<file path="config.mk">
export PLATFORM = sky130hd
export DESIGN_NAME = avc_length_prefix_to_start_code_flat
export DESIGN_NICKNAME = d
export VERILOG_FILES = /design/src/sv/avcsc_pkg.sv /design/src/sv/avcsc_if.sv /design/src/sv/avcsc_front.sv /design/src/sv/avcsc_queue.sv /design/src/sv/avcsc_back.sv /design/src/sv/avc_length_prefix_to_start_code.sv /design/src/flat_wrapper.sv
export SDC_FILE = /design/constraint.sdc
export NUM_CORES = 1
export LEC_CHECK = 0
export BUFFER_PORTS_ARGS = -buffer_cell sky130_fd_sc_hd__clkbuf_2
export CAP_MARGIN = 10
export CORE_ASPECT_RATIO = 0.9
export CORE_MARGIN = 5
export CORE_UTILIZATION = 30
export CTS_CLUSTER_DIAMETER = 30
export DETAILED_ROUTE_END_ITERATION = 10
export PLACE_DENSITY = 0.51
export SLEW_MARGIN = 20
export SYNTH_ARGS = -nofsm -noshare
export SYNTH_HDL_FRONTEND = slang
export SYNTH_SLANG_ARGS = --single-unit
</file>
<file path="constraint.sdc">
create_clock -name clk -period 12.2 [get_ports clk]
set_clock_uncertainty 0.05 [all_clocks]
set_input_delay 1.83 -clock clk [delete_from_list [all_inputs] [get_ports clk]]
set_output_delay 1.83 -clock clk [all_outputs]
set_load 0.005 [all_outputs]
</file>
<file path="src/sv/avcsc_pkg.sv">
// Shared types and constants for the length-prefix to start-code converter.
package avcsc_pkg;

  // Parsing phase of the decoder configuration record.
  typedef enum logic [2:0] {
    PH_HEADER,
    PH_SIZE_HI,
    PH_SIZE_LO,
    PH_DATA,
    PH_PPS_CNT,
    PH_DONE
  } phase_t;

  // What the back end has to emit for one queued command.
  typedef enum logic [1:0] {
    CMD_BYTE,
    CMD_START,
    CMD_MARK
  } cmd_kind_t;

  typedef struct packed {
    cmd_kind_t   kind;
    logic [7:0]  data;
    logic        last;
  } cmd_t;

  localparam logic [7:0] START_CODE_ZERO    = 8'h00;
  localparam logic [7:0] START_CODE_LAST    = 8'h01;
  localparam logic [7:0] SPS_COUNT_MASK     = 8'h1f;
  localparam logic [2:0] RESET_PREFIX_BYTES = 3'd4;
  localparam logic [2:0] THREE_BYTE_PREFIX  = 3'd3;
  localparam logic [2:0] HDR_PREFIX_INDEX   = 3'd4;
  localparam logic [2:0] HDR_SPS_INDEX      = 3'd5;
  localparam logic [2:0] HDR_INDEX_MAX      = 3'd7;
  localparam logic [1:0] START_CODE_FINAL   = 2'd3;

endpackage

</file>
<file path="src/sv/avcsc_if.sv">
// Handshake channel interfaces for input items and result items.
interface avcsc_in_if;
  logic       valid;
  logic       ready;
  logic       op;
  logic [7:0] data_byte;
  logic       buffer_end;

  modport source(output valid, output op, output data_byte, output buffer_end, input ready);
  modport sink(input valid, input op, input data_byte, input buffer_end, output ready);
endinterface

interface avcsc_out_if;
  logic       valid;
  logic       ready;
  logic [7:0] out_byte;
  logic       byte_valid;
  logic       last_out;

  modport source(output valid, output out_byte, output byte_valid, output last_out, input ready);
  modport sink(input valid, input out_byte, input byte_valid, input last_out, output ready);
endinterface

</file>
<file path="src/sv/avcsc_front.sv">
// Front end: parses record and access-unit bytes and issues output commands.
module avcsc_front (
  input  logic             clk,
  input  logic             rst,
  input  logic             in_valid,
  output logic             in_ready,
  input  logic             op,
  input  logic [7:0]       data_byte,
  input  logic             buffer_end,
  output logic             cmd_valid,
  output avcsc_pkg::cmd_t  cmd,
  input  logic             cmd_ready
);

  avcsc_pkg::phase_t phase, phase_next, e_phase;
  logic [2:0]  header_index, header_index_next, e_hidx;
  logic [7:0]  sets_left, sets_left_next, e_sets;
  logic        in_pps_list, in_pps_list_next, e_pps;
  logic [2:0]  prefix_bytes, prefix_bytes_next;
  logic [2:0]  prefix_count, prefix_count_next, e_pcount;
  logic [31:0] length_accum, length_accum_next, e_accum;
  logic [31:0] bytes_remaining, bytes_remaining_next, e_rem;
  logic        previous_op;

  logic        accept;
  logic        rem_nz, rem_one;
  logic [31:0] rem_dec, acc_shift, size_word;
  logic [2:0]  pcount_inc;
  logic        prefix_full;
  logic [7:0]  sets_dec;
  avcsc_pkg::phase_t finish_phase;
  logic        push;

  assign in_ready = cmd_ready;
  assign accept   = in_valid && cmd_ready;

  // State as the model sees it once the op change has restarted counters.
  always_comb begin
    e_phase  = phase;
    e_hidx   = header_index;
    e_sets   = sets_left;
    e_pps    = in_pps_list;
    e_accum  = length_accum;
    e_rem    = bytes_remaining;
    e_pcount = prefix_count;
    if (!op && previous_op) begin
      e_phase = avcsc_pkg::PH_HEADER;
      e_hidx  = '0;
      e_sets  = '0;
      e_pps   = 1'b0;
      e_accum = '0;
      e_rem   = '0;
    end
    if (op && !previous_op) begin
      e_pcount = '0;
      e_rem    = '0;
      e_accum  = '0;
    end
  end

  assign rem_nz      = (e_rem != '0);
  assign rem_one     = (e_rem == 32'd1);
  assign rem_dec     = e_rem - 32'd1;
  assign pcount_inc  = e_pcount + 3'd1;
  assign prefix_full = (pcount_inc >= prefix_bytes);
  assign acc_shift   = {((e_pcount == '0) ? 24'd0 : e_accum[23:0]), data_byte};
  assign size_word   = e_accum | {24'd0, data_byte};
  assign sets_dec    = e_sets - 8'd1;

  always_comb begin
    if (sets_dec != '0) begin
      finish_phase = avcsc_pkg::PH_SIZE_HI;
    end else if (!e_pps) begin
      finish_phase = avcsc_pkg::PH_PPS_CNT;
    end else begin
      finish_phase = avcsc_pkg::PH_DONE;
    end
  end

  // Next state.
  always_comb begin
    phase_next           = e_phase;
    header_index_next    = e_hidx;
    sets_left_next       = e_sets;
    in_pps_list_next     = e_pps;
    prefix_bytes_next    = prefix_bytes;
    prefix_count_next    = e_pcount;
    length_accum_next    = e_accum;
    bytes_remaining_next = e_rem;
    if (!op) begin
      unique case (e_phase)
        avcsc_pkg::PH_HEADER: begin
          if (e_hidx == avcsc_pkg::HDR_PREFIX_INDEX) begin
            prefix_bytes_next = {1'b0, data_byte[1:0]} + 3'd1;
          end else if (e_hidx == avcsc_pkg::HDR_SPS_INDEX) begin
            sets_left_next   = data_byte & avcsc_pkg::SPS_COUNT_MASK;
            in_pps_list_next = 1'b0;
            phase_next = ((data_byte & avcsc_pkg::SPS_COUNT_MASK) != '0) ?
                         avcsc_pkg::PH_SIZE_HI : avcsc_pkg::PH_PPS_CNT;
          end
          if (e_hidx < avcsc_pkg::HDR_INDEX_MAX) begin
            header_index_next = e_hidx + 3'd1;
          end
        end
        avcsc_pkg::PH_SIZE_HI: begin
          length_accum_next = {16'd0, data_byte, 8'd0};
          phase_next        = avcsc_pkg::PH_SIZE_LO;
        end
        avcsc_pkg::PH_SIZE_LO: begin
          length_accum_next    = size_word;
          bytes_remaining_next = size_word;
          if (size_word == '0) begin
            sets_left_next = sets_dec;
            phase_next     = finish_phase;
          end else begin
            phase_next = avcsc_pkg::PH_DATA;
          end
        end
        avcsc_pkg::PH_DATA: begin
          if (rem_nz) begin
            bytes_remaining_next = rem_dec;
          end
          if (!rem_nz || rem_one) begin
            sets_left_next = sets_dec;
            phase_next     = finish_phase;
          end
        end
        avcsc_pkg::PH_PPS_CNT: begin
          sets_left_next   = data_byte;
          in_pps_list_next = 1'b1;
          phase_next = (data_byte != '0) ? avcsc_pkg::PH_SIZE_HI : avcsc_pkg::PH_DONE;
        end
        default: begin
        end
      endcase
    end else begin
      if (rem_nz) begin
        bytes_remaining_next = rem_dec;
      end else begin
        length_accum_next = acc_shift;
        if (prefix_full) begin
          prefix_count_next    = '0;
          bytes_remaining_next = (prefix_bytes == avcsc_pkg::THREE_BYTE_PREFIX) ?
                                 32'd0 : acc_shift;
        end else begin
          prefix_count_next = pcount_inc;
        end
      end
      if (buffer_end) begin
        bytes_remaining_next = '0;
        prefix_count_next    = '0;
        length_accum_next    = '0;
      end
    end
  end

  // Command issued for this item.
  always_comb begin
    push      = 1'b0;
    cmd.kind  = avcsc_pkg::CMD_BYTE;
    cmd.data  = data_byte;
    cmd.last  = 1'b0;
    if (!op) begin
      unique case (e_phase)
        avcsc_pkg::PH_SIZE_LO: begin
          push     = 1'b1;
          cmd.kind = avcsc_pkg::CMD_START;
        end
        avcsc_pkg::PH_DATA: begin
          push = 1'b1;
        end
        default: begin
        end
      endcase
    end else begin
      if (rem_nz) begin
        push = 1'b1;
      end else if (prefix_full) begin
        push     = 1'b1;
        cmd.kind = avcsc_pkg::CMD_START;
      end
      if (buffer_end) begin
        if (!push) begin
          cmd.kind = avcsc_pkg::CMD_MARK;
          cmd.data = '0;
        end
        push     = 1'b1;
        cmd.last = 1'b1;
      end
    end
  end

  assign cmd_valid = in_valid && push;

  always_ff @(posedge clk) begin
    if (rst) begin
      phase           <= avcsc_pkg::PH_HEADER;
      header_index    <= '0;
      sets_left       <= '0;
      in_pps_list     <= 1'b0;
      prefix_bytes    <= avcsc_pkg::RESET_PREFIX_BYTES;
      prefix_count    <= '0;
      length_accum    <= '0;
      bytes_remaining <= '0;
      previous_op     <= 1'b1;
    end else if (accept) begin
      phase           <= phase_next;
      header_index    <= header_index_next;
      sets_left       <= sets_left_next;
      in_pps_list     <= in_pps_list_next;
      prefix_bytes    <= prefix_bytes_next;
      prefix_count    <= prefix_count_next;
      length_accum    <= length_accum_next;
      bytes_remaining <= bytes_remaining_next;
      previous_op     <= op;
    end
  end

endmodule

</file>
<file path="src/sv/avcsc_queue.sv">
// Short command queue between the front end and the back end.
module avcsc_queue #(
  parameter int DEPTH = 4
) (
  input  logic             clk,
  input  logic             rst,
  input  logic             push_valid,
  input  avcsc_pkg::cmd_t  push_cmd,
  output logic             not_full,
  output logic             head_valid,
  output avcsc_pkg::cmd_t  head,
  input  logic             pop
);

  localparam int IDX_W = (DEPTH > 1) ? $clog2(DEPTH) : 1;
  localparam int CNT_W = $clog2(DEPTH + 1);

  avcsc_pkg::cmd_t slots [DEPTH];
  logic [IDX_W-1:0] wr_ptr, rd_ptr;
  logic [CNT_W-1:0] count;
  logic             push_ok, pop_ok;

  assign not_full   = (count != CNT_W'(DEPTH));
  assign head_valid = (count != '0);
  assign head       = slots[rd_ptr];
  assign push_ok    = push_valid && not_full;
  assign pop_ok     = pop && head_valid;

  always_ff @(posedge clk) begin
    if (push_ok) begin
      slots[wr_ptr] <= push_cmd;
    end
  end

  always_ff @(posedge clk) begin
    if (rst) begin
      wr_ptr <= '0;
      rd_ptr <= '0;
      count  <= '0;
    end else begin
      if (push_ok) begin
        wr_ptr <= (wr_ptr == IDX_W'(DEPTH - 1)) ? '0 : wr_ptr + 1'b1;
      end
      if (pop_ok) begin
        rd_ptr <= (rd_ptr == IDX_W'(DEPTH - 1)) ? '0 : rd_ptr + 1'b1;
      end
      case ({push_ok, pop_ok})
        2'b10:   count <= count + 1'b1;
        2'b01:   count <= count - 1'b1;
        default: count <= count;
      endcase
    end
  end

endmodule

</file>
<file path="src/sv/avcsc_back.sv">
// Back end: expands queued commands into result items in an output register.
module avcsc_back (
  input  logic             clk,
  input  logic             rst,
  input  logic             head_valid,
  input  avcsc_pkg::cmd_t  head,
  output logic             pop,
  output logic             out_valid,
  input  logic             out_ready,
  output logic [7:0]       out_byte,
  output logic             byte_valid,
  output logic             last_out
);

  logic [1:0] seq;
  logic       load;
  logic       sc_final;

  assign load     = !out_valid || out_ready;
  assign sc_final = (seq == avcsc_pkg::START_CODE_FINAL);
  assign pop      = load && head_valid && ((head.kind != avcsc_pkg::CMD_START) || sc_final);

  always_ff @(posedge clk) begin
    if (rst) begin
      out_valid <= 1'b0;
      seq       <= '0;
    end else if (load) begin
      out_valid <= head_valid;
      if (head_valid) begin
        seq <= (head.kind == avcsc_pkg::CMD_START) ? seq + 2'd1 : 2'd0;
      end
    end
  end

  always_ff @(posedge clk) begin
    if (load && head_valid) begin
      case (head.kind)
        avcsc_pkg::CMD_START: begin
          out_byte   <= sc_final ? avcsc_pkg::START_CODE_LAST : avcsc_pkg::START_CODE_ZERO;
          byte_valid <= 1'b1;
          last_out   <= head.last && sc_final;
        end
        avcsc_pkg::CMD_MARK: begin
          out_byte   <= '0;
          byte_valid <= 1'b0;
          last_out   <= 1'b1;
        end
        default: begin
          out_byte   <= head.data;
          byte_valid <= 1'b1;
          last_out   <= head.last;
        end
      endcase
    end
  end

endmodule

</file>
<file path="src/sv/avc_length_prefix_to_start_code.sv">
// Top level of the length-prefix to start-code byte stream converter.
// With the queue empty, an accepted item is queued, then loaded into the output register.
// Throughput: one item per cycle while the queue has room; each start code occupies
// the output for four result items, so sustained rate is set by the output register
// and the command queue of QUEUE_DEPTH entries that absorbs start-code bursts.
// Reset: synchronous, clears parser, queue and output; prefix length returns to four.
module avc_length_prefix_to_start_code #(
  parameter int QUEUE_DEPTH = 4
) (
  input  logic clk,
  input  logic rst,
  avcsc_in_if.sink    din,
  avcsc_out_if.source dout
);

  // The front end parses each item in the cycle it is accepted and issues at
  // most one command: a data byte, a start code (four result items) or a bare
  // end marker. The buffer-end flag rides on the command as its last mark.
  logic             cmd_valid;
  avcsc_pkg::cmd_t  cmd;
  logic             q_not_full;

  // Queue head seen by the back end.
  logic             head_valid;
  avcsc_pkg::cmd_t  head;
  logic             pop;

  avcsc_front u_front (
    .clk        (clk),
    .rst        (rst),
    .in_valid   (din.valid),
    .in_ready   (din.ready),
    .op         (din.op),
    .data_byte  (din.data_byte),
    .buffer_end (din.buffer_end),
    .cmd_valid  (cmd_valid),
    .cmd        (cmd),
    .cmd_ready  (q_not_full)
  );

  // The queue decouples the parser from the output: the input keeps flowing, until
  // the queue fills, while a start code is being expanded or the sink stalls.
  avcsc_queue #(
    .DEPTH (QUEUE_DEPTH)
  ) u_queue (
    .clk        (clk),
    .rst        (rst),
    .push_valid (cmd_valid),
    .push_cmd   (cmd),
    .not_full   (q_not_full),
    .head_valid (head_valid),
    .head       (head),
    .pop        (pop)
  );

  // The back end turns commands into result items, one per cycle while the sink
  // takes them, in an output register that reloads whenever it is empty or being taken.
  avcsc_back u_back (
    .clk        (clk),
    .rst        (rst),
    .head_valid (head_valid),
    .head       (head),
    .pop        (pop),
    .out_valid  (dout.valid),
    .out_ready  (dout.ready),
    .out_byte   (dout.out_byte),
    .byte_valid (dout.byte_valid),
    .last_out   (dout.last_out)
  );

endmodule

</file>
<file path="src/flat_wrapper.sv">
// flat-port wrapper written by rule: the top's interface ports become plain ports
module avc_length_prefix_to_start_code_flat 
#(
  parameter int QUEUE_DEPTH = 4
)
  (clk, rst, din_valid, din_op, din_data_byte, din_buffer_end, din_ready, dout_valid, dout_out_byte, dout_byte_valid, dout_last_out, dout_ready);
  avcsc_in_if din_i ();
  avcsc_out_if dout_i ();
  input  logic clk;
  input  logic rst;
  input wire logic [$bits(din_i.valid)-1:0] din_valid;
  input wire logic [$bits(din_i.op)-1:0] din_op;
  input wire logic [$bits(din_i.data_byte)-1:0] din_data_byte;
  input wire logic [$bits(din_i.buffer_end)-1:0] din_buffer_end;
  output wire logic [$bits(din_i.ready)-1:0] din_ready;
  output wire logic [$bits(dout_i.valid)-1:0] dout_valid;
  output wire logic [$bits(dout_i.out_byte)-1:0] dout_out_byte;
  output wire logic [$bits(dout_i.byte_valid)-1:0] dout_byte_valid;
  output wire logic [$bits(dout_i.last_out)-1:0] dout_last_out;
  input wire logic [$bits(dout_i.ready)-1:0] dout_ready;
  assign din_i.valid = din_valid;
  assign din_i.op = din_op;
  assign din_i.data_byte = din_data_byte;
  assign din_i.buffer_end = din_buffer_end;
  assign din_ready = din_i.ready;
  assign dout_valid = dout_i.valid;
  assign dout_out_byte = dout_i.out_byte;
  assign dout_byte_valid = dout_i.byte_valid;
  assign dout_last_out = dout_i.last_out;
  assign dout_i.ready = dout_ready;
  avc_length_prefix_to_start_code #(.QUEUE_DEPTH(QUEUE_DEPTH)) u_core (.clk(clk), .rst(rst), .din(din_i), .dout(dout_i));
endmodule
</file>
======== Yosys cells after proc, flatten, opt, wreduce, memory -nomap -nowiden ========
Memory sizes are Yosys's and may differ from the RTL's. A register that Yosys moved wholly into a read port is not among the register bits.
Index checks and enable logic that the tools add are counted.
Widths: inputs -> output; s select.
storage, ports and cells
  register bits after elaboration ......... 106
  latch bits .............................. 0
  RAM bits ................................ 44
  bits in read-only memories .............. 0
  input port bits ......................... 14
  output and inout port bits .............. 12
  word-level logic and storage cells ...... 150
  memories ................................ 1
cells by class
  add/subtract/negate cells ............... 10
  $mul .................................... 0
  divide/modulo/power cells ............... 0
  magnitude comparators ................... 2
  equal/unequal tests ..................... 17
  shift-type cells ........................ 0
  multiplexer cells ....................... 73
  bitwise logic cells ..................... 2
  reduce and logical (&&, ||, !) cells .... 28
memory list
  name                  depth  bits a word  read ports  clocked after Yosys merged registers in  write ports  line               text
  u_core.u_queue.slots  4      11           1           1                                        1            avcsc_queue.sv:18  avcsc_pkg::cmd_t slots [DEPTH];
operators with widths
  kind                   count
  $mux 32                13
  $pmux 32 s2            2
  $mux 3                 18
  $mux 8                 6
  $eq 32x1->1 const B    1
  $logic_not 32->1       1
  $or 32x8->32           1
  $pmux 8 s4             1
  $reduce_bool 32->1     1
  $sub 32x1->32 const B  1
  $mux 24                1
  $reduce_bool 8->1      3
  $mux 1                 18
  $pmux 8 s2             1
  $pmux 3 s5             1
  $mux 2                 6
  $mux 11                1
  $eq 2x2->1 const B     5
  $mux 10                1
  $add 3x1->3 const B    3
  $eq 3x2->1 const B     3
  $eq 3x3->1 const B     3
  $logic_and 1x1->1      9
  $mux 9                 1
  21 further kinds       31

======== Longest topological paths before layout ========
Gate-level depths: netlist of the first run.
  depth after elaboration ................. 14
  depth in mapped cells ................... 15

======== By module ========
From an unflattened synthesis of the first run, not the netlist that was laid out.
second synthesis, totals
  cell total of the unflattened synthesis .. 1125
  area total of the unflattened synthesis .. 9409.0 um^2
modules (own cells, without submodules)
  module       instances  cells each  area an instance (um^2)  sequential area each (um^2)
  avcsc_front  1          970         6775.2                   1721.7
  avcsc_queue  1          109         2074.5                   1501.4
  avcsc_back   1          46          559.3                    360.3

======== Worst setup path after synthesis of the first run ========
OpenSTA, ideal clock, no wires.
  path type ............................... input to register
  from .................................... input din_op
  to ...................................... register u_core.u_queue.count[2]
  data arrival time ....................... 5.381 ns
  required time ........................... 12.079 ns
  path slack .............................. 6.698 ns
  cell stages on the path ................. 15
  cells stage by stage .................... buf_2 > nor2b_1 > nor2_1 > clkbuf_1 > nand2_1 > ha_1 > o21ai_1 > nor2_1 > a31oi_1 > inv_1 > ha_1 > fa_1 > xnor2_1 > or3_1 > a21oi_1
on the way
  cells in the longest elaborated chain, start to end .. 13
ends and longest elaborated chain
  what                                                         line                                   text
  start: declaration                                           flat_wrapper.sv:12                     input wire logic [$bits(din_i.op)-1:0] din_op;
  $logic_and 1x1->1 / $logic_not 1->1 (equally long branches)  --
  $mux 3 / $logic_and 1x1->1 (equally long branches)           avcsc_front.sv:54, avcsc_front.sv:46
  $add 3x1->3 / $mux 32 (equally long branches)                avcsc_front.sv:64, avcsc_front.sv:46
  $ge 3x3->1 / $mux 32 (equally long branches)                 avcsc_front.sv:65, avcsc_front.sv:54
  $mux 1 / $reduce_bool 32->1 (equally long branches)          avcsc_front.sv:178, avcsc_front.sv:61
  $mux 1                                                       avcsc_front.sv:176                     if (rem_nz) begin
  $mux 1                                                       avcsc_front.sv:163                     if (!op) begin
  $mux 1                                                       avcsc_front.sv:182                     if (buffer_end) begin
  $mux 1 *                                                     avcsc_front.sv:163
  $logic_and 1x1->1 *                                          avcsc_front.sv:193                     assign cmd_valid = in_valid && push;
  $logic_and 1x1->1 *                                          avcsc_queue.sv:26                      assign push_ok = push_valid && not_full;
  $eq 2x1->1 / $eq 2x2->1 (equally long branches)              avcsc_queue.sv:47                      case ({push_ok, pop_ok})
  $pmux 3 s2 / $reduce_bool 2->1 (equally long branches)       --
  end signal: assignment                                       avcsc_queue.sv:48                      2'b10: count <= count + 1'b1;
  end signal: assignment                                       avcsc_queue.sv:49                      2'b01: count <= count - 1'b1;
  end signal: assignment                                       avcsc_queue.sv:50                      default: count <= count;
  end: declaration                                             avcsc_queue.sv:20                      logic [CNT_W-1:0] count;
Mark *: on every way between the ends. The rest lies on a longest branch, timed or not. The select of a mux whose other input is x is not followed.
A chain may end at the register's enable or synchronous reset.

======== Final worst setup path of the first run ========
  from .................................... input din_op
  to ...................................... register u_core.u_front.length_accum[21]
on the way
  cells in the longest elaborated chain, start to end .. 8
ends and longest elaborated chain
  what                                                  line                                  text
  $logic_not 1->1                                       --
  $logic_and 1x1->1                                     avcsc_front.sv:46                     if (!op && previous_op) begin
  $mux 32                                               avcsc_front.sv:46
  $mux 32                                               avcsc_front.sv:54                     if (op && !previous_op) begin
  $reduce_bool 32->1 / $mux 24 (equally long branches)  avcsc_front.sv:61, avcsc_front.sv:66
  $mux 32                                               avcsc_front.sv:137                    if (rem_nz) begin
  $mux 32                                               avcsc_front.sv:149                    if (buffer_end) begin
  $mux 32 *                                             avcsc_front.sv:90                     if (!op) begin
  end signal: assignment                                avcsc_front.sv:213                    length_accum <= length_accum_next;
  end: declaration                                      avcsc_front.sv:21                     logic [31:0] length_accum, length_accum_next, e_accum;
Mark *: on every way between the ends. The rest lies on a longest branch, timed or not.

==> results of run 1 <==
[how the worst max path moves through the flow]
| stage | start | endpoint |
|---|---|---|
| final | din_op | u_core.u_front.length_accum[21]$_SDFFE_PP0P_ |
| after global routing | din_op | u_core.u_front.length_accum[28]$_SDFFE_PP0P_ |
| after CTS | din_op | u_core.u_front.length_accum[21]$_SDFFE_PP0P_ |
| after detailed placement | din_op | u_core.u_front.length_accum[21]$_SDFFE_PP0P_ |
| after global placement | din_op | u_core.u_front.length_accum[23]$_SDFFE_PP0P_ |
| after floorplan | din_op | u_core.u_queue.count[2]$_SDFFE_PP0P_ |
[synthesized netlist by cell type, drive strengths merged, types with 12 or more instances]
library cell	n
edfxtp	54
a22oi	58
nor3	30
clkbuf	65
xor2	12
nor4	25
and2	16
nor2	82
a21o	21
ha	21
inv	25
o211ai	12
dfxtp	98
a21oi	116
buf	13
a31oi	17
nor2b	13
and3	12
nand3	52
o22ai	13
nand2	121
o21ai	66
[per-stage QoR]
| step | hold slack [ns] | power [mW] | utilization | area, sq um |
|---|---|---|---|---|
| 6_report | 0.411 | 2.79 | 0.337 | 9980 |
| 3_3_place_gp | 0.399 | 2.23 | 0.316 | 9380 |
| 5_1_grt | 0.442 | 2.97 | 0.337 | 9980 |
| 2_1_floorplan | 0.386 | 1.83 | - | 8940 |
| 3_5_place_dp | 0.409 | 2.24 | 0.316 | 9380 |
| 4_1_cts | 0.419 | 2.79 | 0.336 | 9980 |
[kinds of logic (layout without fill, tap and decap cells)]
| group | after synthesis | count (layout) |
|---|---|---|
| buf+inv | 103 | 95 |
| xor+xnor | 19 | 19 |
| simple gates | 391 | 391 |
| fa+ha+maj | 22 | 22 |
| compound gates | 353 | 353 |
| flops | 152 | 152 |
| mux | 19 | 19 |
[state kept, by name, indices dropped and copies added (netlist names), named ones only]
name	cells
u_core.u_back.byte_valid	1
u_core.u_back.last_out	1
u_core.u_back.out_byte	8
u_core.u_back.out_valid	1
u_core.u_back.seq	2
u_core.u_front.bytes_remaining	32
u_core.u_front.header_index	3
u_core.u_front.in_pps_list	1
u_core.u_front.length_accum	32
u_core.u_front.phase	3
u_core.u_front.prefix_bytes	3
u_core.u_front.prefix_count	3
u_core.u_front.previous_op	1
u_core.u_front.sets_left	8
u_core.u_queue.count	3
u_core.u_queue.rd_ptr	2
u_core.u_queue.slots	44
u_core.u_queue.wr_ptr	2
[layout make-up]
class                      count  area share
multi-input combinational    804       0.498
sequential                   152       0.359
tap                          403      0.0505
clock buffer                  17      0.0426
timing repair buffer          38      0.0226
clock inverter                15      0.0174
inverter                      25     0.00940
[critical path: stages]
cell,delay (ns)
clkbuf_2,0.30
nor2b_1,0.58
nor2_4,0.06
buf_4,0.33
nand2_1,0.26
ha_1,0.48
inv_1,0.26
a21oi_1,0.51
nand2_2,0.50
nor4_4,0.89
a22oi_1,0.16
nor2_1,0.13
[power by group]
| part | switching, mW | internal (mW) |
|---|---|---|
| registers | 0.0938 | 0.635 |
| logic | 1.01 | 0.518 |
| clock network | 0.261 | 0.276 |
[routing by layer]
layer,track usage,vias up
li1,-,3934
met4,0.0577,0
met5,0,-
met3,0.0344,53
met2,0.269,349
met1,0.268,4015
==> run metrics, run 1 <==
Simple-Gate Fraction of Synth Area=0.218; area delta synth->final=11.6%; CP startpoint kind=primary input; # IOs=26; main combinational cell family by area after synthesis=compound AO/OA/AOI/OAI gates; PortBufs=25; Max H-tree Level=4; most frequent cells in the layout=nand2_1, a21oi_1, dfxtp_1, nor2_1, a22oi_1; FF+latch area=3580 sq um; die height=174 um; Final Setup Violations=0; vias in the first global route=7729; clk sinks=around 150; Synth cell types=69; hold_buf cts=0; placed cells=~1400; fraction of layout cells with a size suffix above 1=0.0971; Post-synth EDFFs=54; area of the multi-input gates=4970 sq um; Fillers=approximately 3100; worst r2r src=u_core.u_front.previous_op$_SDFFE_PP1P_; WL met3=2.22 mm; Peak Freq=approximately 0.17 GHz; metal2 WL=13.4 mm; cell taking the most area after synthesis=dfxtp_1; setup bufs post-CTS=0; post-detail-place hpwl=20.5 mm; Reg2Reg Capture Point=u_core.u_front.length_accum[21]$_SDFFE_PP0P_; post-cts repair resize count=0; Final GP Congestion=a little over 0.9; worst path required time=12.52 ns; Max Slew Vio Count=0; clk_lat worst skew=0.45 ns; Top Metal Used=met4; Core Footprint=29700 sq um; cts bufs inserted=17; worst-case reg-to-reg path depth=11; Die X=192 um; post-layout minimum cycle time=6.03 ns; final wirelength=30.5 mm; adder-cell share of the synthesized area=0.0316; final non-filler cell total=1454; source of the worst hold timing path=u_core.u_back.seq[1]$_SDFFE_PP0P_; leak pwr=3.42 nW; most common cell after layout, fill and taps aside=nand2_1; n_diodes=0; Initial Util=0.301; post-route ant nets=0; Critical Path Sink Type=register; worst path arrival time=6.36 ns; syn_nets=1095; drt first pass iters=5; gr usage total=0.182; first-pass GRT wire length=around 47 mm; Final TNS setup=0 ns; Rows=60; mux contribution to synthesized area=0.0367; initial antenna violation count=0; worst hold path type=reg2reg; Crit Path Max Fanout=between 50 and 60; FF+latch count, synth=152; worst hold endpoint=u_core.u_back.seq[1]$_SDFFE_PP0P_; Syn Inst Count=1059; WL met1=14.1 mm; share of the synthesized area in the top cell type=0.219; P per Cell Area=280 nW/um^2; CTS tree=built; Top FF cell, synth=dfxtp_1; pre-CTS WS=between 5 and 6 ns; largest net degree at the start of global routing=70; fin crit share=0.495; GRT overflow=0; Reg clk slew, reported paths=0.07 ns; Area contributors post-synth=dfxtp_1, edfxtp_1, a21oi_1, nand2_1, a22oi_1; maximum VDD drop=163 uV; synthesized cell area=8940 sq um; outcome=finished clean; Final WS setup=roughly 6 ns; Max-slew headroom=0.315; Initial DRC Count=1155; register area share after synthesis=0.401; Synth Area per Inst=8.44 sq um; synth warn=0; post-synthesis xor/xnor area fraction=0.0186; max cap viols=0; worst hold stages=2; post-synthesis compound-gate area fraction=0.248; RSZ-0062 raised after global routing=no; Die Area=33400 sq um; final hold vios=0; FF-to-FF setup slack=7.31 ns; ys async rst share=0; DRC violations left=0; Routed WL per cell=around 21 um; final net count=1074; Root Buffer=clkbuf_16; via count=roughly 8400; critical path class=in2reg; routed vias/inst=between 5 and 6; clk buf depth=2; Slew @ Worst Pin=1.02 ns
Power figures use the tool's default switching activity.
==> inputs of run 2 (changes only) <==
--- a/config.mk
+++ b/config.mk
@@ -12,7 +12,7 @@
 export CORE_UTILIZATION = 30
 export CTS_CLUSTER_DIAMETER = 30
 export DETAILED_ROUTE_END_ITERATION = 10
-export PLACE_DENSITY = 0.51
+export PLACE_DENSITY = 0.53
 export SLEW_MARGIN = 20
 export SYNTH_ARGS = -nofsm -noshare
 export SYNTH_HDL_FRONTEND = slang
==> constraint.sdc (replaced) <==
create_clock -name clk -period 5.5 [get_ports clk]
set_clock_uncertainty 0.05 [all_clocks]
set_input_delay 0.825 -clock clk [delete_from_list [all_inputs] [get_ports clk]]
set_output_delay 0.825 -clock clk [all_outputs]
set_load 0.005 [all_outputs]
==> run 2 against run 1 <==
Combinational power is 120% higher. Flip-flop and latch count unchanged. Total power rose by 120%. Via count grew 1.1%. Non-clock buffer count up 5. Global-route usage is 0.47 points lower. Setup slack worse by 5.1 ns. Clock power rose by 120%.
==> run metrics, run 2 (synthesized netlist as in run 1, its figures left out) <==
CP startpoint kind=primary input (unchanged); final hold vios=0 (unchanged); final non-filler cell total=1459 (was 1454); placed cells=1427 (was 1422); Fillers=3114 (was 3113); Rows=60 (unchanged); critical path class=in2reg (unchanged); Initial Util=0.301 (unchanged); GRT overflow=0 (unchanged); RSZ-0062 raised after global routing=no (unchanged); largest registers=u_core.u_queue.slots: 44 flops, u_core.u_front.bytes_remaining: 32 flops, u_core.u_front.length_accum: 32 flops (unchanged); Max Slew Vio Count=0 (unchanged); post-detail-place hpwl=20.1 mm (was 20.5 mm); switching share of power=0.482 (was 0.489); post-layout minimum cycle time=4.47 ns; clk_lat worst skew=0.44 ns (was 0.45 ns); final wirelength=30.0 mm (was 30.5 mm); worst path bufs/invs=2 (was 3); largest net degree at the start of global routing=54 (was 70); M1 GR Usage=0.255 (was 0.268); hold_buf cts=0 (unchanged); GRT busiest layer=met2 (unchanged); max cap viols=0 (unchanged); P per Cell Area=622 nW/um^2 (was 280 nW/um^2); leak pwr=3.44 nW (was 3.42 nW); final net count=1079 (was 1074); M2 GR Usage=0.266 (was 0.269); maximum VDD drop=419 uV (was 163 uV); Placed Area=9420 sq um (was 9380 sq um); PortBufs=25 (unchanged); Max H-tree Level=4 (unchanged); met3 usage=0.0405 (was 0.0344); pre-CTS WS=0.588 ns (was 5.82 ns); most common cell after layout, fill and taps aside=nand2_1 (unchanged); Initial DRC Count=1021 (was 1155); vias in the first global route=7978 (was 7729); P_int=3.22 mW (was 1.43 mW); Die Area=33400 sq um (unchanged); CP most frequent cell=ha_1; clock power share=0.187 (was 0.192); die height=174 um (unchanged); area of the multi-input gates=4970 sq um (unchanged); CTS tree=built (unchanged); post-cts repair resize count=0 (unchanged); outcome=finished clean (unchanged); routed vias/inst=5.79 (was 5.74); Final TNS setup=0 ns (unchanged); Crit Path Max Fanout=18 (was 55); via count=8444 (was 8351); Core Footprint=29700 sq um (unchanged); worst-path cell with the longest stage delay=a31oi_1 (was nor4_4); first-pass GRT wire length=46.7 mm (was 47.3 mm); Peak Freq=0.224 GHz; power share of the sequential group=0.259 (was 0.261); Final Cell Area=10000 sq um (was 9980 sq um); n_diodes=0 (unchanged); most frequent cells in the layout=nand2_1, a21oi_1, dfxtp_1, nor2_1, a22oi_1 (unchanged); FF+latch area=3580 sq um (unchanged); Max-slew headroom=0.338 (was 0.315); drt first pass iters=7 (was 5); Root Buffer=clkbuf_16 (unchanged); setup bufs post-CTS=0 (unchanged); Top reg by flops=u_core.u_queue.slots (unchanged); DRC violations left=0 (unchanged); Largest register FFs=44 (unchanged); clk sinks=152 (unchanged); initial antenna violation count=0 (unchanged); Slew @ Worst Pin=0.986 ns (was 1.02 ns); worst hold path type=reg2reg (unchanged); worst path arrival time=4.80 ns (was 6.36 ns); Final Setup Violations=0 (unchanged); post-route ant nets=0 (unchanged); Reg clk slew, reported paths=0.07 ns (about the same); Final GP Congestion=0.912 (was 0.910); fin crit share=0.813; worst path required time=5.82 ns (was 12.52 ns); Final WS setup=1.03 ns (was 6.17 ns); clk buf depth=2 (unchanged); crit-path leading delay family=simple AND/OR/NAND/NOR gates (unchanged); slowest stage delay, CP=0.63 ns (was 0.89 ns); cts bufs inserted=17 (unchanged); crit path cell chain=clkbuf_2 > nor2b_1 > nor2_4 > nand2_1 > ha_1 > o21ai_1 > nor2_2 > a31oi_1 > inv_1 > ha_1 > fa_1 > xnor2_1 > or3_1 > a21oi_1 (was clkbuf_2 > nor2b_1 > nor2_4 > buf_4 > nand2_1 > ha_1 > inv_1 > a21oi_1 > nand2_2 > nor4_4 > a22oi_1 > nor2_1); fraction of layout cells with a size suffix above 1=0.101 (was 0.0971); # IOs=26 (unchanged); Sw Pwr=3.00 mW (was 1.37 mW); Die X=192 um (unchanged); logic gate share of total power=0.553 (was 0.547); Critical Path Sink Type=register (unchanged); area delta synth->final=12.0% (was 11.6%); gr usage total=0.178 (was 0.182); Routed WL per cell=20.5 um (was 21.0 um)
## run 2: tightest hold or removal path, cell delays in order (launching register included)
cell     delay [ns]
dfxtp_1        0.32
nand2_1        0.05
a21oi_1        0.05
## run 2: path summary, 6_finish.rpt
| path | cells past startpoint | start | slack [ns] | endpoint |
|---|---|---|---|---|
| setup / recovery | 14 | din_op | 1.03 | u_core.u_queue.count[2]$_SDFFE_PP0P_ |
| hold / removal | 2 | u_core.u_back.seq[1]$_SDFFE_PP0P_ | 0.41 | u_core.u_back.seq[1]$_SDFFE_PP0P_ |
| setup reg to reg | 13 | u_core.u_front.previous_op$_SDFFE_PP1P_ | 1.03 | u_core.u_queue.count[2]$_SDFFE_PP0P_ |
| hold reg to reg | 2 | u_core.u_back.seq[1]$_SDFFE_PP0P_ | 0.41 | u_core.u_back.seq[1]$_SDFFE_PP0P_ |
## run 2: cell type report
type,instances,area share
well taps,403,0.0504
repair buffers,43,0.0263
flip-flops and latches,152,0.358
inverters,25,0.00938
multi-input cells,804,0.497
clock buffers,19,0.0453
clock inverters,13,0.0136
## run 2: through the flow
step / total power [mW] / hold WS, ns / utilization
6_report: 6.22 / 0.413 / 0.338
5_1_grt: 6.62 / 0.441 / 0.338
4_1_cts: 6.18 / 0.415 / 0.338
3_5_place_dp: 5.01 / 0.405 / 0.318
3_3_place_gp: 4.99 / 0.401 / 0.318
2_1_floorplan: 4.06 / 0.386 / -
## run 2: power by group through the flow
stage | registers, mW | logic [mW] | clock network (mW)
floorplan | 1.54 | 2.52 | 0
global placement | 1.63 | 3.36 | 0
detailed placement | 1.63 | 3.37 | 0
CTS | 1.61 | 3.39 | 1.18
global route | 1.64 | 3.75 | 1.23
finish | 1.61 | 3.44 | 1.17
## run 2: routing by layer
layer	part of all wire	vias up
met5	0	-
met4	0.019	0
met3	0.085	54
met2	0.44	398
met1	0.46	4058
li1	-	3934
==> inputs of run 3 (changes only) <==
==> constraint.sdc (replaced) <==
create_clock -name clk -period 3.95 [get_ports clk]
set_clock_uncertainty 0.05 [all_clocks]
set_input_delay 0.5925 -clock clk [delete_from_list [all_inputs] [get_ports clk]]
set_output_delay 0.5925 -clock clk [all_outputs]
set_load 0.005 [all_outputs]
==> run 3 against run 2 <==
Wire length about the same. Utilization increased by 0.64 points. Hold slack got worse by 0.025 ns. Register-to-register slack got worse by 0.40 ns. Largest cell class unchanged. Non-clock buffer count increased by 20. Sequential power increased by 39%. Critical path depth decreased by 2. First-iteration DRC count increased by 4.5%. Combinational power increased by 43%.
==> run metrics, run 3 (synthesized netlist as in run 1, its figures left out) <==
outcome=finished clean (unchanged); routed vias/inst=5.82 (was 5.79); area delta synth->final=14.1% (was 12.0%); most frequent cells in the layout=nand2_1, a21oi_1, dfxtp_1, nor2_1, a22oi_1 (unchanged); worst path arrival time=3.63 ns (was 4.80 ns); crit path cell chain=nor2b_1 > nor2_4 > nand2_1 > inv_1 > ha_1 > o21ai_0 > a21oi_1 > a211oi_1 > buf_4 > and2_1 > o211ai_1 > a31oi_1 (was clkbuf_2 > nor2b_1 > nor2_4 > nand2_1 > ha_1 > o21ai_1 > nor2_2 > a31oi_1 > inv_1 > ha_1 > fa_1 > xnor2_1 > or3_1 > a21oi_1); worst path bufs/invs=2 (unchanged); Max-slew headroom=0.431 (was 0.338); slowest stage delay, CP=0.54 ns (was 0.63 ns); leak pwr=3.55 nW (was 3.44 nW); Fillers=3092 (was 3114); Max Slew Vio Count=0 (unchanged); Die X=192 um (unchanged); Die Area=33400 sq um (unchanged); maximum VDD drop=573 uV (was 419 uV); Final GP Congestion=0.960 (was 0.912); post-route ant nets=0 (unchanged); RSZ-0062 raised after global routing=no (unchanged); Reg2Reg Capture Point=u_core.u_front.sets_left[6]$_SDFFE_PP0P_ (was u_core.u_queue.count[2]$_SDFFE_PP0P_); clk buf depth=2 (unchanged); worst-path cell with the longest stage delay=nor2b_1 (was a31oi_1); final non-filler cell total=1479 (was 1459); post-layout minimum cycle time=3.33 ns; final net count=1099 (was 1079); Slew @ Worst Pin=0.852 ns (was 0.986 ns); Rows=60 (unchanged); crit-path leading delay family=compound AO/OA/AOI/OAI gates (was simple AND/OR/NAND/NOR gates); P per Cell Area=871 nW/um^2 (was 622 nW/um^2); worst-case reg-to-reg path depth=12 (was 13); GRT overflow=0 (unchanged); vias in the first global route=8098 (was 7978); Routed WL per cell=20.3 um (was 20.5 um); Core Footprint=29700 sq um (unchanged); FF-to-FF setup slack=0.62 ns (was 1.03 ns); Reg clk slew, reported paths=0.07 ns (about the same); post-detail-place hpwl=20.4 mm (was 20.1 mm); clk sinks=152 (unchanged); most common cell after layout, fill and taps aside=nand2_1 (unchanged); largest net degree at the start of global routing=55 (was 54); FF+latch area=3580 sq um (unchanged); final wirelength=30.0 mm (about the same); drt first pass iters=6 (was 7); Worst setup startpoint=u_core.u_front.previous_op$_SDFFE_PP1P_ (was din_op); Setup crit end=u_core.u_front.sets_left[6]$_SDFFE_PP0P_ (was u_core.u_queue.count[2]$_SDFFE_PP0P_); worst hold path type=in2reg (was reg2reg); Top reg by flops=u_core.u_queue.slots (unchanged); hold_buf cts=0 (unchanged); first-pass GRT wire length=47.4 mm (was 46.7 mm); max cap viols=0 (unchanged); CP startpoint kind=register (was primary input); Root Buffer=clkbuf_16 (unchanged); CTS tree=built (unchanged); initial antenna violation count=0 (unchanged); Critical Path Sink Type=register (unchanged); Max H-tree Level=4 (unchanged); die height=174 um (unchanged); Largest register FFs=44 (unchanged); clk_lat worst skew=0.43 ns (was 0.44 ns); # IOs=26 (unchanged); n_diodes=0 (unchanged); fraction of layout cells with a size suffix above 1=0.114 (was 0.101); Initial Util=0.301 (unchanged); Crit Path Max Fanout=8 (was 18); setup bufs post-CTS=0 (unchanged); final hold vios=0 (unchanged); fin crit share=0.842; worst r2r src=u_core.u_front.previous_op$_SDFFE_PP1P_ (unchanged); critical path class=reg2reg (was in2reg); PortBufs=25 (unchanged); Final Setup Violations=0 (unchanged); Initial DRC Count=1067 (was 1021); area of the multi-input gates=4980 sq um (was 4970 sq um); largest registers=u_core.u_queue.slots: 44 flops, u_core.u_front.bytes_remaining: 32 flops, u_core.u_front.length_accum: 32 flops (unchanged); DRC violations left=0 (unchanged); cts bufs inserted=17 (unchanged); placed cells=1447 (was 1427); Worst path depth=12 (was 14); Final TNS setup=0 ns (unchanged); via count=8602 (was 8444); post-cts repair resize count=0 (unchanged); gr usage total=0.179 (was 0.178); Peak Freq=0.301 GHz; worst path required time=4.25 ns (was 5.82 ns)
## run 3: worst min path at each step
stage,startpoint,depth (start not counted),to
3_3_place_gp,u_core.u_back.seq[1]$_SDFFE_PP0P_,2,u_core.u_back.seq[1]$_SDFFE_PP0P_
4_1_cts,dout_ready,4,u_core.u_back.out_valid$_SDFFE_PP0N_
2_1_floorplan,u_core.u_back.seq[1]$_SDFFE_PP0P_,2,u_core.u_back.seq[1]$_SDFFE_PP0P_
3_5_place_dp,u_core.u_back.seq[1]$_SDFFE_PP0P_,2,u_core.u_back.seq[1]$_SDFFE_PP0P_
6_report,dout_ready,4,u_core.u_back.out_valid$_SDFFE_PP0N_
5_1_grt,dout_ready,4,u_core.u_back.out_valid$_SDFFE_PP0N_
## run 3: stage by stage
step                      instance area [sq um]  power, mW  utilization  setup WS, ns  hold slack [ns]
after floorplan                            8950       5.66            -        0.0301            0.386
final                                     10200       8.89        0.344         0.623            0.388
after detailed placement                   9580       7.09        0.323         0.405            0.400
after global placement                     9580       7.07        0.323         0.414            0.395
after CTS                                 10200       8.84        0.344         0.672            0.369
after global routing                      10200       9.48        0.344         0.365            0.391
## run 3: per-layer routing
metal,part of all wire,vias up,track usage,wire (um)
li1,-,3975,-,-
met1,0.44,4123,0.258,13200
met2,0.44,438,0.264,13100
met3,0.092,66,0.0348,2750
met4,0.029,0,0.0703,857
met5,0,-,0,0
## run 3: tightest hold or removal path, cell delays in order
cell	delay [ns]
clkbuf_2	0.08
inv_1	0.04
nand2_1	0.06
a21oi_1	0.05
## run 3: layout make-up
type	count	share of cell area
inverter	25	0.00920
tap	403	0.0494
clock inverter	6	0.0112
timing repair buffer	63	0.0417
multi-input combinational	804	0.488
sequential	152	0.351
clock buffer	26	0.0491
## run 3: where the power goes
group / switching (mW) / total, mW / internal, mW / leakage, nW
Combinational: 3.19 / 4.91 / 1.73 / 1.96
Sequential: 0.272 / 2.23 / 1.96 / 1.29
Clock: 0.672 / 1.74 / 1.07 / 0.294
Total: 4.13 / 8.89 / 4.76 / 3.55
